===== config.mk =====
export PLATFORM = sky130hd
export DESIGN_NAME = three_timer_counter_unit
export DESIGN_NICKNAME = d
export VERILOG_FILES = /design/src/ttc_pkg.sv /design/src/three_timer_counter_unit.sv
export VERILOG_INCLUDE_DIRS = /design/src /design/src/src
export SDC_FILE = /design/constraint.sdc
export NUM_CORES = 1
export LEC_CHECK = 0
export ABC_AREA = 0
export ABC_CLOCK_PERIOD_IN_PS = 3650
export BUFFER_PORTS_ARGS = -buffer_cell sky130_fd_sc_hd__buf_2
export CORE_MARGIN = 4
export CORE_UTILIZATION = 40
export CTS_CLUSTER_SIZE = 16
export DETAILED_ROUTE_END_ITERATION = 7
export SLEW_MARGIN = 20
export SYNTH_ARGS = -nofsm -noshare
export SYNTH_HDL_FRONTEND = slang
export SYNTH_SLANG_ARGS = --single-unit

===== constraint.sdc =====
create_clock -name clk -period 3.65 [get_ports clk]
set_clock_uncertainty 0.1 [all_clocks]
set_input_delay 0.365 -clock clk [delete_from_list [all_inputs] [get_ports clk]]
set_output_delay 0.365 -clock clk [all_outputs]
set_load 0.01 [all_outputs]

===== src/three_timer_counter_unit_defines.svh =====
`ifndef THREE_TIMER_COUNTER_UNIT_DEFINES_SVH
`define THREE_TIMER_COUNTER_UNIT_DEFINES_SVH

// Same-cycle implication, sampled on clk, off during reset
`define TTC_ASSERT_NOW(label, ante, cons, msg) \
    label: assert property (@(posedge clk) disable iff (!rst_n) (ante) |-> (cons)) \
        else $error(msg);

// Next-cycle implication, sampled on clk, off during reset
`define TTC_ASSERT_NEXT(label, ante, cons, msg) \
    label: assert property (@(posedge clk) disable iff (!rst_n) (ante) |=> (cons)) \
        else $error(msg);

`endif


===== src/ttc_pkg.sv =====
package ttc_pkg;

    typedef struct packed {
        logic command;
        logic capture_level;
        logic force_compare;
    } item_t;

    typedef struct packed {
        logic [6:0]  interrupt_pulses;
        logic [5:0]  match_flags;
        logic [7:0]  timer0_value;
        logic [15:0] timer1_value;
        logic [7:0]  timer2_value;
        logic [15:0] captured_value;
        logic        compare_output;
    } result_t;

    localparam int CFG_INDEX_W = 3;
    localparam int CFG_DATA_W  = 32;

    typedef enum logic [CFG_INDEX_W-1:0] {
        CFG_T0_CONTROL  = 3'd0,
        CFG_T0_COMPARES = 3'd1,
        CFG_T1_CONTROL  = 3'd2,
        CFG_T1_COMPARES = 3'd3,
        CFG_T2_CONTROL  = 3'd4,
        CFG_T2_COMPARES = 3'd5
    } cfg_index_t;

    typedef enum logic [1:0] {
        OUT_NONE   = 2'd0,
        OUT_TOGGLE = 2'd1,
        OUT_CLEAR  = 2'd2,
        OUT_SET    = 2'd3
    } out_mode_t;

    localparam logic CMD_TICK    = 1'b0;
    localparam logic CMD_CAPTURE = 1'b1;

    // Distinct raw prescale values that the two select tables draw on
    localparam int NUM_PRESCALE = 7;
    localparam int BASE_PRESCALE [NUM_PRESCALE] = '{1, 8, 32, 64, 128, 256, 1024};
    localparam int RES_W = 10;

    // Timer 0 / timer 1 table: 0, 1, 8, 64, 256, 1024, 0, 0
    function automatic logic t01_hit(input logic [2:0] sel,
                                     input logic [NUM_PRESCALE-1:0] hits);
        logic r;
        case (sel)
            3'd1:    r = hits[0];
            3'd2:    r = hits[1];
            3'd3:    r = hits[3];
            3'd4:    r = hits[5];
            3'd5:    r = hits[6];
            default: r = 1'b0;
        endcase
        return r;
    endfunction

    // Timer 2 table: 0, 1, 8, 32, 64, 128, 256, 1024
    function automatic logic t2_hit(input logic [2:0] sel,
                                    input logic [NUM_PRESCALE-1:0] hits);
        logic r;
        case (sel)
            3'd1:    r = hits[0];
            3'd2:    r = hits[1];
            3'd3:    r = hits[2];
            3'd4:    r = hits[3];
            3'd5:    r = hits[4];
            3'd6:    r = hits[5];
            3'd7:    r = hits[6];
            default: r = 1'b0;
        endcase
        return r;
    endfunction

endpackage


===== src/three_timer_counter_unit.sv =====
// Three timers (8, 16 and 8 bit) advanced by tick items, with compare match
// flags and interrupts, a timer 2 output pin and timer 1 input capture with an
// optional noise window. One item is taken every clock cycle while no stalled
// result holds it back; each item sits in an input register, and all counter,
// compare and capture updates are done in a single pass from the input register
// into the result register. A stalled result holds the input register
// and stalls the item channel. The prescalers are residue counters that
// follow the tick count, so no divider sits in the path. Configuration writes
// are always ready and take effect on the next item processed.
`include "three_timer_counter_unit_defines.svh"

module three_timer_counter_unit #(
    parameter int TICK_SCALE   = 8,
    parameter int NOISE_WINDOW = 20
) (
    input  logic                          clk,
    input  logic                          rst_n,
    input  logic                          item_valid,
    output logic                          item_stall,
    input  ttc_pkg::item_t                item,
    output logic                          result_valid,
    input  logic                          result_stall,
    output ttc_pkg::result_t              result,
    input  logic                          cfg_valid,
    output logic                          cfg_ready,
    input  logic [ttc_pkg::CFG_INDEX_W-1:0] cfg_index,
    input  logic [ttc_pkg::CFG_DATA_W-1:0]  cfg_data
);
    import ttc_pkg::*;

    logic [4:0]  t0_control_reg;
    logic [15:0] t0_compares_reg;
    logic [6:0]  t1_control_reg;
    logic [31:0] t1_compares_reg;
    logic [7:0]  t2_control_reg;
    logic [15:0] t2_compares_reg;

    logic        item_valid_reg;
    item_t       item_reg;
    logic        result_valid_reg;
    result_t     result_reg;

    logic [31:0] tick_count_reg;
    logic [7:0]  count_zero_reg;
    logic [15:0] count_one_reg;
    logic [7:0]  count_two_reg;
    logic [15:0] capture_latch_reg;
    logic        prev_level_reg;
    logic [31:0] last_change_reg;
    logic        output_level_reg;
    logic [RES_W-1:0] residue_reg [NUM_PRESCALE];

    logic [RES_W-1:0] residue_next [NUM_PRESCALE];
    logic [NUM_PRESCALE-1:0] prescale_hit;

    logic        advance;
    logic        tick_item;
    logic        capture_item;
    logic [31:0] tick_count_next;
    logic        tick_wrap;

    logic [7:0]  count_zero_next;
    logic [15:0] count_one_next;
    logic [7:0]  count_two_next;
    logic [7:0]  count_two_inc;
    logic [15:0] capture_latch_next;
    logic        prev_level_next;
    logic [31:0] last_change_next;
    logic        output_level_next;
    logic [5:0]  flags;
    logic [6:0]  pulses;
    logic        t0_tick;
    logic        t1_tick;
    logic        t2_tick;
    logic        match_a2;
    logic        capture_take;
    logic        rising_sel;
    logic [31:0] since_change;
    out_mode_t   out_mode;

    assign cfg_ready    = 1'b1;
    assign advance      = item_valid_reg && (!result_valid_reg || !result_stall);
    assign item_stall   = item_valid_reg && !advance;
    assign result_valid = result_valid_reg;
    assign result       = result_reg;

    assign tick_item    = advance && (item_reg.command == CMD_TICK);
    assign capture_item = advance && (item_reg.command == CMD_CAPTURE);

    assign tick_count_next = tick_count_reg + 32'd1;
    assign tick_wrap       = (tick_count_next == '0);

    // Track tick_count modulo each prescale divided by TICK_SCALE; restart at tick wrap
    for (genvar g = 0; g < NUM_PRESCALE; g++) begin : g_prescale
        localparam int PRE = BASE_PRESCALE[g] / TICK_SCALE;

        always_comb
        begin
            if (PRE == 0)
            begin
                residue_next[g] = '0;
                prescale_hit[g] = 1'b0;
            end
            else
            begin
                if (tick_wrap || residue_reg[g] == RES_W'(PRE - 1))
                begin
                    residue_next[g] = '0;
                end
                else
                begin
                    residue_next[g] = residue_reg[g] + RES_W'(1);
                end
                prescale_hit[g] = (residue_next[g] == '0);
            end
        end

        always_ff @(posedge clk or negedge rst_n)
        begin
            if (!rst_n)
            begin
                residue_reg[g] <= '0;
            end
            else if (tick_item)
            begin
                residue_reg[g] <= residue_next[g];
            end
        end
    end

    assign t0_tick  = t01_hit(t0_control_reg[2:0], prescale_hit);
    assign t1_tick  = t01_hit(t1_control_reg[2:0], prescale_hit);
    assign t2_tick  = t2_hit(t2_control_reg[2:0], prescale_hit);
    assign out_mode = out_mode_t'(t2_control_reg[5:4]);
    assign rising_sel   = t1_control_reg[4];
    assign since_change = tick_count_reg - last_change_reg;
    assign count_two_inc = count_two_reg + 8'd1;

    always_comb
    begin
        flags              = '0;
        pulses             = '0;
        match_a2           = 1'b0;
        count_zero_next    = count_zero_reg;
        count_one_next     = count_one_reg;
        count_two_next     = count_two_reg;
        capture_latch_next = capture_latch_reg;
        prev_level_next    = prev_level_reg;
        last_change_next   = last_change_reg;
        output_level_next  = output_level_reg;
        capture_take       = 1'b0;

        if (item_reg.command == CMD_TICK)
        begin
            if (t0_tick)
            begin
                count_zero_next = count_zero_reg + 8'd1;
                flags[0] = (count_zero_next == t0_compares_reg[7:0]);
                flags[1] = (count_zero_next == t0_compares_reg[15:8]);
                pulses[0] = flags[0] && t0_control_reg[3];
                pulses[1] = flags[1] && t0_control_reg[4];
            end
            if (t1_tick)
            begin
                count_one_next = count_one_reg + 16'd1;
                flags[2] = (count_one_next == t1_compares_reg[15:0]);
                flags[3] = (count_one_next == t1_compares_reg[31:16]);
                pulses[2] = flags[2] && t1_control_reg[5];
                pulses[3] = flags[3] && t1_control_reg[6];
            end
            if (t2_tick)
            begin
                match_a2 = (count_two_inc == t2_compares_reg[7:0]);
                flags[4] = match_a2;
                flags[5] = (count_two_inc == t2_compares_reg[15:8]);
                pulses[4] = flags[4] && t2_control_reg[6];
                pulses[5] = flags[5] && t2_control_reg[7];
                if (t2_control_reg[3] && count_two_inc > t2_compares_reg[7:0])
                begin
                    count_two_next = '0;
                end
                else
                begin
                    count_two_next = count_two_inc;
                end
            end
            flags = flags & ~pulses[5:0];

            if (item_reg.force_compare || match_a2)
            begin
                case (out_mode)
                    OUT_SET:    output_level_next = 1'b1;
                    OUT_CLEAR:  output_level_next = 1'b0;
                    OUT_TOGGLE: output_level_next = !output_level_reg;
                    default:    output_level_next = output_level_reg;
                endcase
            end
        end
        else
        begin
            capture_take = (item_reg.capture_level != prev_level_reg) &&
                           (!t1_control_reg[3] || since_change >= 32'(NOISE_WINDOW));
            if (capture_take)
            begin
                capture_latch_next = count_one_reg;
                pulses[6] = (rising_sel == item_reg.capture_level);
                prev_level_next  = item_reg.capture_level;
                last_change_next = tick_count_reg;
            end
        end
    end

    always_ff @(posedge clk or negedge rst_n)
    begin
        if (!rst_n)
        begin
            t0_control_reg  <= '0;
            t0_compares_reg <= '0;
            t1_control_reg  <= '0;
            t1_compares_reg <= '0;
            t2_control_reg  <= '0;
            t2_compares_reg <= '0;
        end
        else if (cfg_valid && cfg_ready)
        begin
            case (cfg_index_t'(cfg_index))
                CFG_T0_CONTROL:  t0_control_reg  <= cfg_data[4:0];
                CFG_T0_COMPARES: t0_compares_reg <= cfg_data[15:0];
                CFG_T1_CONTROL:  t1_control_reg  <= cfg_data[6:0];
                CFG_T1_COMPARES: t1_compares_reg <= cfg_data[31:0];
                CFG_T2_CONTROL:  t2_control_reg  <= cfg_data[7:0];
                CFG_T2_COMPARES: t2_compares_reg <= cfg_data[15:0];
                default: ;
            endcase
        end
    end

    always_ff @(posedge clk or negedge rst_n)
    begin
        if (!rst_n)
        begin
            tick_count_reg    <= '0;
            count_zero_reg    <= '0;
            count_one_reg     <= '0;
            count_two_reg     <= '0;
            capture_latch_reg <= '0;
            prev_level_reg    <= 1'b0;
            last_change_reg   <= '0;
            output_level_reg  <= 1'b0;
        end
        else
        begin
            if (tick_item)
            begin
                tick_count_reg   <= tick_count_next;
                count_zero_reg   <= count_zero_next;
                count_one_reg    <= count_one_next;
                count_two_reg    <= count_two_next;
                output_level_reg <= output_level_next;
            end
            if (capture_item)
            begin
                capture_latch_reg <= capture_latch_next;
                prev_level_reg    <= prev_level_next;
                last_change_reg   <= last_change_next;
            end
        end
    end

    always_ff @(posedge clk or negedge rst_n)
    begin
        if (!rst_n)
        begin
            item_valid_reg   <= 1'b0;
            result_valid_reg <= 1'b0;
        end
        else
        begin
            if (!item_stall)
            begin
                item_valid_reg <= item_valid;
            end
            if (advance)
            begin
                result_valid_reg <= 1'b1;
            end
            else if (!result_stall)
            begin
                result_valid_reg <= 1'b0;
            end
        end
    end

    always_ff @(posedge clk)
    begin
        if (item_valid && !item_stall)
        begin
            item_reg <= item;
        end
        if (advance)
        begin
            result_reg.interrupt_pulses <= pulses;
            result_reg.match_flags      <= flags;
            result_reg.timer0_value     <= count_zero_next;
            result_reg.timer1_value     <= count_one_next;
            result_reg.timer2_value     <= count_two_next;
            result_reg.captured_value   <= capture_latch_next;
            result_reg.compare_output   <= output_level_next;
        end
    end

    `TTC_ASSERT_NEXT(a_capture_no_flags, capture_item,
        result_reg.match_flags == '0, "capture item reported compare flags")
    `TTC_ASSERT_NOW(a_flags_pulses_disjoint, result_valid_reg,
        (result_reg.match_flags & result_reg.interrupt_pulses[5:0]) == '0,
        "compare flag and its interrupt both set")
    `TTC_ASSERT_NEXT(a_tick_advance, tick_item,
        tick_count_reg == $past(tick_count_reg) + 32'd1, "tick count did not advance by one")
    `TTC_ASSERT_NEXT(a_capture_holds_timers, capture_item,
        $stable(count_zero_reg) && $stable(count_one_reg) && $stable(count_two_reg),
        "timer moved on a capture item")

endmodule


==> results.sh, run 1 <==
export IMPL_outcome="complete, but fails checks"
export IMPL_violations="negative setup slack"
export IMPL_ioPinCount=108
export IMPL_antenna_cells=0
export IMPL_cts_made_buffers=37
export IMPL_path_cells="buf_4 > ha_1 > nand3_1 > a21oi_1 > o311ai_4 > a32oi_2 > a311oi_2 > xnor2_1 > nor4_2 > nand4b_1 > buf_6 > o211ai_1 > buf_6 > clkbuf_16 > mux2_2"
export IMPL_grt_pass1_vias=15490
export IMPL_finalMaxSlewViolations=0
export IMPL_track_usage=0.2003
export IMPL_async_flop_share=0.8000
export IMPL_ys_warn_count=0
export IMPL_maxSlewHeadroom=0.2728
export IMPL_routed_wl_met3_mm=2.149
export IMPL_grt_ovfl_total=0
export IMPL_synth_fa_ha_area_frac=0.03431
export IMPL_wl_met1_mm=24.82
export IMPL_path_class="register to register"
export IMPL_clkLatencyLatePin_ps=540
export IMPL_power_mw=13.63
export IMPL_synth_cells=1860
export IMPL_root_buffer="clkbuf_16"
export IMPL_cts_tree="built"
export IMPL_maxCapViolCount=0
export IMPL_power_density_mw_per_mm2=554.0
export IMPL_final_nets=2310
export IMPL_setup_viol=78
export IMPL_critPathTopFamily="compound AO/OA/AOI/OAI gates"
export IMPL_remaining_drc_errors=0
export IMPL_path_depth=15
export IMPL_crit_path_start="tick_count_reg[5]"
export IMPL_numPlacedInstances=2719
export IMPL_crit_top_cell="buf_6"
export IMPL_rsz0062_at_grt="yes"
export IMPL_cts_path_max_buffers=3
export IMPL_grt_max_degree=78
export IMPL_rrSetupSlack_ps=-370
export IMPL_setup_ws_ps=-374.4
export IMPL_viasPerCell=5.517
export IMPL_cp_end_kind="register"
export IMPL_port_buffers=106
export IMPL_yosysSeqAreaShare=0.4495
export IMPL_drt_iter0_drc=1155
export IMPL_avgSynthCellArea_um2=10.12
export IMPL_min_period_ps=4024
export IMPL_drt_pass1_iterations=5
export IMPL_cts_sinks=325
export IMPL_syn_cell_area_mm2=0.01882
export IMPL_ir_drop_uv=580.7
export IMPL_ys_ff_latch=325
export IMPL_wl_per_cell_um=18.70
export IMPL_drive_gt1_frac=0.3249
export IMPL_syn_nets=1954
export IMPL_max_stage_delay_ps=400
export IMPL_start_util=0.4041
export IMPL_min_from="cfg_data[14]"
export IMPL_fin_crit_sh=1.103
export IMPL_synth_edff_count=65
export IMPL_cp_max_fo=9
export IMPL_p_leak_nw=11.05
export IMPL_critical_path_required_ps=3980
export IMPL_cts_clk_slew_worst_paths_ps=60
export IMPL_routed_wl_mm=53.31
export IMPL_synth_compound_area_frac=0.1176
export IMPL_timing_rr_start="tick_count_reg[5]"
export IMPL_synth_main_ff_cell="dfrtp_1"
export IMPL_synth_xor_area_share=0.08518
export IMPL_yosys_cell_types_count=88
export IMPL_postLayoutCoreUtil=0.5285
export IMPL_largest_reg_flops=62
export IMPL_finalHoldViolations=0
export IMPL_grt_pass1_wl_mm=83.08
export IMPL_hpwl_mm=36.68
export IMPL_hp_class="input port to register"
export IMPL_h_tree_depth=2
export IMPL_synth_top_family_by_area="simple AND/OR/NAND/NOR gates"
export IMPL_path_buf_inv=4
export IMPL_vias=15730
export IMPL_area_growth_syn_to_layout_pct=30.76
export IMPL_fin_cells=2851
export IMPL_timing_rr_end="capture_latch_reg[0]"
export IMPL_yosys_mux_area_fraction=0.1021
export IMPL_routed_wl_met2_mm=24.97
export IMPL_antenna_found_initial=0
export IMPL_r2r_cells=15
export IMPL_worst_path_max_delay_cell="dfrtp_1"
export IMPL_die_area_mm2=0.05057
export IMPL_die_h_um=224.9
export IMPL_critPathArrivalTime_ps=4350
export IMPL_worst_pin_slew_ps=1089
export IMPL_top_layer="met4"
export IMPL_place_gp_congestion=0.8749
export IMPL_yosys_area_share_simple=0.1738
export IMPL_cp_endpoint="capture_latch_reg[0]"
export IMPL_die_w_um=224.9
export IMPL_ant_nets=0
export IMPL_coreArea_mm2=0.04656
export IMPL_rows=79
export IMPL_fmax_ghz=0.2485
export IMPL_worstSetupStartpointType="register"
logic make-up (layout without fill, tap and decap cells):
| kind of cell | after synthesis | in the layout |
|---|---|---|
| flip-flops | 325 | 325 |
| adder cells (fa/ha/maj) | 51 | 51 |
| other | 1 | 1 |
| XOR/XNOR | 183 | 183 |
| multiplexers | 172 | 172 |
| AO/OA/AOI/OAI | 336 | 336 |
| AND/OR/NAND/NOR | 614 | 614 |
| buffers and inverters | 178 | 562 |
cells in the mapped netlist (all sizes together) (6+ instances only):
cell type | number | area (um^2)
and3 | 41 | 256.5
buf | 21 | 111.4
nor3 | 55 | 275.3
xnor2 | 99 | 867.1
a21oi | 44 | 220.2
clkbuf | 84 | 316.6
o211ai | 8 | 60.06
dfrtp | 260 | 6506
xor2 | 84 | 735.7
nor2 | 78 | 302.8
nand3 | 83 | 415.4
or4 | 8 | 63.81
mux2i | 12 | 120.1
a21o | 17 | 127.6
o41ai | 7 | 61.31
inv | 73 | 274.0
nor4 | 35 | 231.5
nand2 | 145 | 544.3
a311oi | 6 | 52.55
or3 | 15 | 93.84
or2 | 12 | 75.08
a31oi | 12 | 75.07
a2111oi | 7 | 61.31
a211oi | 11 | 82.58
nand4 | 36 | 231.5
o31ai | 28 | 210.2
nor3b | 9 | 67.56
nand2b | 22 | 137.6
and2 | 19 | 118.9
ha | 50 | 625.6
edfxtp | 65 | 1952
o21a | 13 | 97.59
o21ai | 116 | 584.3
nor2b | 18 | 112.6
mux2 | 160 | 1802
o22ai | 7 | 43.79
and4 | 16 | 140.1
cell usage in the layout, fill, tap and decap left out, types with 13 or more instances in the layout:
cell type,synthesis,final
nand2_1,145,143
nand3_1,83,82
o21a_1,13,13
inv_1,73,71
edfxtp_1,65,65
nor2_1,76,70
buf_4,4,258
and3_1,41,41
a21o_1,17,17
and2_1,19,17
nand2b_1,22,19
clkbuf_16,0,42
mux2_2,156,102
and4_1,16,16
nor3_1,55,49
buf_2,14,105
xnor2_1,99,98
o21ai_0,113,112
nor4_1,33,16
o31ai_1,28,25
ha_1,50,44
mux2_4,0,54
xor2_1,84,84
nor2b_1,18,17
buf_6,0,15
dlygate4sd3_1,0,28
a21oi_1,44,40
dfrtp_1,260,255
nand4_1,35,35
where the power goes:
part           switching (mW)  total [mW]  internal (mW)
registers               0.513        4.75           4.24
clock network            1.51        3.77           2.26
logic                    2.46        5.10           2.64
total                    4.49        13.6           9.14
per-layer routing:
layer | vias up | global-route usage
li1 | 7479 | -
met1 | 7783 | 0.2886
met2 | 380 | 0.3188
met3 | 88 | 0.02532
met4 | 0 | 0.05870
met5 | - | 0
metrics by stage:
| step | area (um^2) | setup slack [ps] | hold slack (ps) | TNS, ps |
|---|---|---|---|---|
| 6_report | 24600 | -374.4 | 31.31 | -20240 |
| 5_1_grt | 24600 | -546.6 | 16.13 | -39630 |
| 4_1_cts | 23740 | -331.7 | 0.7911 | -18040 |
| 3_5_place_dp | 21820 | -541.8 | 274.5 | -56240 |
| 3_3_place_gp | 21820 | -477.4 | 276.2 | -45800 |
| 2_1_floorplan | 18950 | -112.2 | -30.59 | -2647 |
cell type report:
| type | instances | area (um^2) |
|---|---|---|
| tap | 607 | 759.5 |
| inverter | 73 | 274.0 |
| clock inverter | 18 | 172.7 |
| multi-input combinational | 1357 | 10630 |
| timing repair buffer | 422 | 3242 |
| fill | 4112 | 21950 |
| clock buffer | 49 | 1062 |
| sequential | 325 | 8464 |
worst reg2reg max path, cell delays in order (launching register included):
cell	delay, ps
dfrtp_1	400
buf_4	170
ha_1	350
nand3_1	130
a21oi_1	130
o311ai_4	350
a32oi_2	190
a311oi_2	370
xnor2_1	120
nor4_2	300
nand4b_1	180
buf_6	170
o211ai_1	210
buf_6	220
clkbuf_16	200
mux2_2	340
repair_timing:
item,in CTS,in global routing
gates cloned,0,6
hold endpoints to repair,101,0
endpoints found under the setup margin,182,153
hold buffers,28,0
setup buffers,14,19
resized for setup,74,114
pin swaps,15,22
how the worst min path moves through the flow:
stage | to | depth (start not counted)
3_5_place_dp | tick_count_reg[25] | 1
2_1_floorplan | capture_latch_reg[0] | 0
4_1_cts | t1_compares_reg[14] | 2
5_1_grt | t2_compares_reg[14] | 2
6_report | t1_compares_reg[14] | 2
3_3_place_gp | capture_latch_reg[7] | 1
Power figures use the tool's default switching activity.
==> run 2, diff against run 1 <==
--- a/config.mk
+++ b/config.mk
@@ -13,6 +13,7 @@
 export CORE_UTILIZATION = 40
 export CTS_CLUSTER_SIZE = 16
 export DETAILED_ROUTE_END_ITERATION = 7
+export HOLD_SLACK_MARGIN = 0.1
 export SLEW_MARGIN = 20
 export SYNTH_ARGS = -nofsm -noshare
 export SYNTH_HDL_FRONTEND = slang
==> constraint.sdc (replaced) <==
create_clock -name clk -period 3.65 [get_ports clk]
set_clock_uncertainty 0.1 [all_clocks]
set_input_delay 0.5475 -clock clk [delete_from_list [all_inputs] [get_ports clk]]
set_output_delay 0.5475 -clock clk [all_outputs]
set_load 0.01 [all_outputs]
==> results.sh, run 2 (same netlist as run 1, synthesis figures left out) <==
export IMPL_drt_pass1_iterations=7
export IMPL_hpwl_mm=36.05
export IMPL_rows=79
export IMPL_cts_sinks=325
export IMPL_routed_wl_mm=53.13
export IMPL_cts_made_buffers=37
export IMPL_whs_ps=135.3
export IMPL_final_nets=2297
export IMPL_cts_path_max_buffers=3
export IMPL_min_period_ps=4018
export IMPL_power_density_mw_per_mm2=525.7
export IMPL_viasPerCell=5.573
export IMPL_antenna_found_initial=2
export IMPL_critical_path_required_ps=3840
export IMPL_h_tree_depth=2
export IMPL_setup_viol=130
export IMPL_wl_per_cell_um=18.71
export IMPL_root_buffer="clkbuf_16"
export IMPL_grt_pass1_wl_mm=81.92
export IMPL_finalHoldViolations=0
export IMPL_rsz0062_at_grt="yes"
export IMPL_fmax_ghz=0.2489
export IMPL_setup_ws_ps=-368.5
export IMPL_die_w_um=224.9
export IMPL_ant_nets=0
export IMPL_die_h_um=224.9
export IMPL_final_common_cell="dfrtp_1"
export IMPL_grt_pass1_vias=15450
export IMPL_maxCapViolCount=0
export IMPL_maxSlewHeadroom=0.1307
export IMPL_drive_gt1_frac=0.3640
export IMPL_ir_drop_uv=392.5
export IMPL_ioPinCount=108
export IMPL_worstSetupStartpointType="register"
export IMPL_outcome="complete, but fails checks"
export IMPL_track_usage=0.1976
export IMPL_cp_max_fo=5
export IMPL_vias=15820
export IMPL_start_util=0.4041
export IMPL_final_cell_mix="dfrtp_1 (258), buf_4 (232), nand2_1 (128)"
export IMPL_placed_cell_area_mm2=0.02170
export IMPL_worst_pin_slew_ps=1304
export IMPL_hp_class="input port to register"
export IMPL_largest_reg_flops=62
export IMPL_p_leak_nw=11.36
export IMPL_stdcell_area_mm2=0.02518
export IMPL_cts_clk_slew_worst_paths_ps=60
export IMPL_cp_end_kind="register"
export IMPL_violations="negative setup slack"
export IMPL_clkLatencyLatePin_ps=550
export IMPL_path_class="register to register"
export IMPL_coreArea_mm2=0.04656
export IMPL_cts_tree="built"
export IMPL_port_buffers=106
export IMPL_die_area_mm2=0.05057
export IMPL_grt_ovfl_total=0
export IMPL_area_growth_syn_to_layout_pct=33.83
export IMPL_grt_max_degree=81
export IMPL_drt_iter0_drc=1101
export IMPL_place_gp_congestion=0.8987
export IMPL_finalMaxSlewViolations=0
export IMPL_critPathArrivalTime_ps=4210
export IMPL_remaining_drc_errors=0
export IMPL_fin_crit_sh=1.101
export IMPL_fill_cells=4029
-- run 2: changes by cell type in the layout (fill, tap and decap cells not counted), moves of 10 or more --
cell,before,now
buf_4,258,232
nor3_1,49,39
buf_6,15,42
dlygate4sd3_1,28,5
nand2_1,143,128
mux2_4,54,64
-- run 2: cell type report --
class,instances,area [um^2],area share
inverter,73,274.0,0.01088
clock inverter,19,150.1,0.005962
sequential,325,8461,0.3360
clock buffer,48,1028,0.04084
tap,607,759.5,0.03016
antenna,1,2.502,0.00009937
timing repair buffer,408,3288,0.1306
multi-input combinational,1358,11220,0.4455
-- run 2: metal layers --
metal / share of wire / routed length (um) / GRT usage / vias up
met5: 0.0010 / 55 / 0.008539 / -
met4: 0.029 / 1564 / 0.06304 / 2
met3: 0.038 / 1996 / 0.02297 / 102
met2: 0.46 / 24590 / 0.3095 / 390
met1: 0.47 / 24920 / 0.2874 / 7869
li1: - / - / - / 7460
-- run 2: worst max-delay path, stage by stage, from the launching register on --
cell and delay (ps):
dfrtp_2 440, buf_6 120, nand4_1 180, buf_4 170, buf_6 110, buf_4 110
buf_4 100, o21ai_1 70, mux2_4 270, o21a_4 210, or4_4 570, o211ai_1 410
a211oi_4 150, or3_4 440, mux2_4 320
-- run 2: worst paths after layout --
| check | startpoint | endpoint | slack [ps] | depth (start not counted) |
|---|---|---|---|---|
| hold / removal | cfg_data[28] | t1_compares_reg[28] | 140 | 2 |
| setup reg to reg | tick_count_reg[3] | result[42] | -370 | 14 |
| setup / recovery | tick_count_reg[3] | result[42] | -370 | 14 |
| max in group asynchronous | rst_n | tick_count_reg[3] | 2050 | 3 |
| min in group asynchronous | rst_n | t1_compares_reg[29] | 480 | 2 |
| hold reg to reg | item_valid_reg | result_valid | 400 | 1 |
-- run 2: metrics by stage --
stage	util	setup TNS [ps]	power, mW	instances	setup WS [ps]
finish	0.5409	-20410	13.24	2839	-368.5
global route	0.5409	-38930	13.97	2839	-462.0
CTS	0.5091	-10280	12.84	2791	-190.5
detailed placement	0.4660	-26640	8.773	2701	-302.4
global placement	0.4660	-24440	8.681	2701	-273.6
floorplan	-	-2668	7.398	1860	-119.7
-- run 2: power by group --
group	switching [mW]	leakage, nW	internal [mW]
sequential	0.538	4.02	4.24
clock	1.54	0.580	2.08
combinational	2.40	6.76	2.44
total	4.48	11.4	8.76
-- run 2: repair_timing --
action | 4_1_cts | 5_1_grt
gates cloned | 3 | 5
hold buffers | 5 | 0
endpoints found under the setup margin | 160 | 162
buffers inserted | 16 | 44
resized for setup | 115 | 228
endpoints found under the hold margin | 75 | 0
pin swaps | 19 | 62
==> run 3, diff against run 2 <==
--- a/config.mk
+++ b/config.mk
@@ -9,6 +9,7 @@
 export ABC_AREA = 0
 export ABC_CLOCK_PERIOD_IN_PS = 3650
 export BUFFER_PORTS_ARGS = -buffer_cell sky130_fd_sc_hd__buf_2
+export CORE_ASPECT_RATIO = 1.2
 export CORE_MARGIN = 4
 export CORE_UTILIZATION = 40
 export CTS_CLUSTER_SIZE = 16
==> results.sh, run 3 (same netlist as run 1, synthesis figures left out) <==
export IMPL_finalMaxSlewViolations=0
export IMPL_wl_per_cell_um=18.51
export IMPL_fin_cells=2824
export IMPL_final_cell_mix="dfrtp_1 (260), buf_4 (222), nand2_1 (131)"
export IMPL_cts_sinks=325
export IMPL_finalHoldViolations=0
export IMPL_grt_max_degree=83
export IMPL_drt_iter0_drc=841
export IMPL_ant_nets=0
export IMPL_setup_viol=112
export IMPL_antenna_found_initial=1
export IMPL_multi_input_area_mm2=0.01114
export IMPL_routed_wl_mm=52.27
export IMPL_fill_cells=3990
export IMPL_timing_rr_start="last_change_reg[0]"
export IMPL_timing_rr_end="result[9]"
export IMPL_area_growth_syn_to_layout_pct=32.24
export IMPL_p_leak_nw=11.20
export IMPL_final_nets=2276
export IMPL_drt_pass1_iterations=5
export IMPL_rows=86
export IMPL_remaining_drc_errors=0
export IMPL_outcome="complete, but fails checks"
export IMPL_die_w_um=206.0
export IMPL_ioPinCount=108
export IMPL_h_tree_depth=2
export IMPL_final_common_cell="dfrtp_1"
export IMPL_p_int_mw=8.907
export IMPL_die_h_um=245.6
export IMPL_worst_pin_slew_ps=1230
export IMPL_setup_ws_ps=-317.2
export IMPL_cp_end_kind="register"
export IMPL_die_area_mm2=0.05059
export IMPL_clkLatencyLatePin_ps=540
export IMPL_power_frac_clock=0.266
export IMPL_track_usage=0.2008
export IMPL_port_buffers=106
export IMPL_stdcell_area_mm2=0.02488
export IMPL_hpwl_mm=36.37
export IMPL_fmax_ghz=0.2521
export IMPL_cts_made_buffers=37
export IMPL_whs_ps=124.1
export IMPL_antenna_cells=0
export IMPL_sequentialPowerShare=0.358
export IMPL_vias=15490
export IMPL_cp_max_fo=8
export IMPL_sw_frac_of_total=0.3317
export IMPL_comb_power_share=0.376
export IMPL_cts_tree="built"
export IMPL_rsz0062_at_grt="yes"
export IMPL_drive_gt1_frac=0.3487
export IMPL_p_sw_mw=4.421
export IMPL_grt_pass1_wl_mm=83.16
export IMPL_cts_path_max_buffers=3
export IMPL_hp_class="input port to register"
export IMPL_grt_ovfl_total=0
export IMPL_start_util=0.4067
export IMPL_path_class="register to register"
export IMPL_largest_reg_flops=62
export IMPL_violations="negative setup slack"
export IMPL_critical_path_required_ps=3850
export IMPL_place_gp_congestion=0.9004
export IMPL_hold_path_cell_count=2
export IMPL_cts_clk_slew_worst_paths_ps=60
export IMPL_fin_crit_sh=1.087
export IMPL_grt_pass1_vias=15660
export IMPL_power_density_mw_per_mm2=535.6
export IMPL_maxSlewHeadroom=0.1801
export IMPL_root_buffer="clkbuf_16"
export IMPL_critPathArrivalTime_ps=4160
export IMPL_coreArea_mm2=0.04627
export IMPL_worstSetupStartpointType="register"
export IMPL_final_seq_area_mm2=0.008458
export IMPL_ir_drop_uv=334.9
export IMPL_numPlacedInstances=2714
export IMPL_rrSetupSlack_ps=-320
export IMPL_placed_cell_area_mm2=0.02176
export IMPL_min_period_ps=3967
export IMPL_viasPerCell=5.487
export IMPL_r2r_cells=14
export IMPL_postLayoutCoreUtil=0.5378
export IMPL_hold_end="item_valid_reg"
export IMPL_maxCapViolCount=0
export IMPL_min_from="item_valid"
==> run 3: cell count changes in the layout (fill, tap and decap cells not counted), moves of 9 or more <==
cell,previous run,this run
buf_4,232,222
buf_6,42,32
xnor2_2,9,0
xnor2_1,89,98
==> run 3: how the worst max path moves through the flow <==
stage | depth (start not counted) | slack [ps] | start | end
floorplan | 15 | -120 | last_change_reg[12] | capture_latch_reg[12]
global placement | 15 | -470 | tick_count_reg[0] | capture_latch_reg[5]
detailed placement | 15 | -540 | tick_count_reg[0] | capture_latch_reg[6]
CTS | 15 | -360 | last_change_reg[0] | result[13]
global route | 14 | -450 | last_change_reg[0] | result[14]
finish | 14 | -320 | last_change_reg[0] | result[9]
==> run 3: cell type report <==
type                       count  share of cell area
inverter                      73             0.01101
multi-input combinational   1357              0.4478
tap                          616             0.03098
clock buffer                  53             0.04169
clock inverter                12            0.004425
timing repair buffer         388              0.1242
sequential                   325              0.3399
==> run 3: metal layers <==
metal  GRT usage  vias to the layer above  part of all wire
met5           0                        -                 0
met2      0.3418                      290              0.50
met1      0.2726                     7709              0.45
met4     0.05403                        0             0.025
li1            -                     7402                 -
met3     0.02256                       93             0.031
==> run 3: power by group through the flow <==
stage / clock network [mW] / registers (mW) / logic (mW)
floorplan: 0 / 4.64 / 2.75
detailed placement: 0 / 4.80 / 4.10
finish: 3.55 / 4.77 / 5.01
CTS: 3.63 / 4.75 / 4.66
global route: 3.78 / 4.84 / 5.45
global placement: 0 / 4.78 / 4.02
==> run 3: what timing repair did <==
action                                  4_1_cts  5_1_grt
setup buffers                                27       14
gates cloned                                  7        2
pin swaps                                    73       48
endpoints found under the setup margin      176      175
hold endpoints to repair                     81        0
gates resized for setup                     214      109
hold buffers                                  4        0
==> run 3: through the flow <==
stage	total power [mW]	setup slack, ps	setup TNS, ps
floorplan	7.398	-119.7	-2668
global placement	8.796	-472.3	-44020
detailed placement	8.897	-539.9	-52910
CTS	13.04	-358.6	-25920
global route	14.06	-453.0	-38520
finish	13.33	-317.2	-22460
==> run 3: critical path, stage by stage (launching register included) <==
cell and delay, ps:
dfrtp_1 400, ha_4 170, fa_2 350, nand2b_4 190, a211oi_4 360, o311ai_4 170
nand3_2 100, mux2_4 290, a41o_1 200, nor4_1 250, nand4b_1 240, buf_4 220
o21ai_4 210, buf_8 180, mux2_4 300
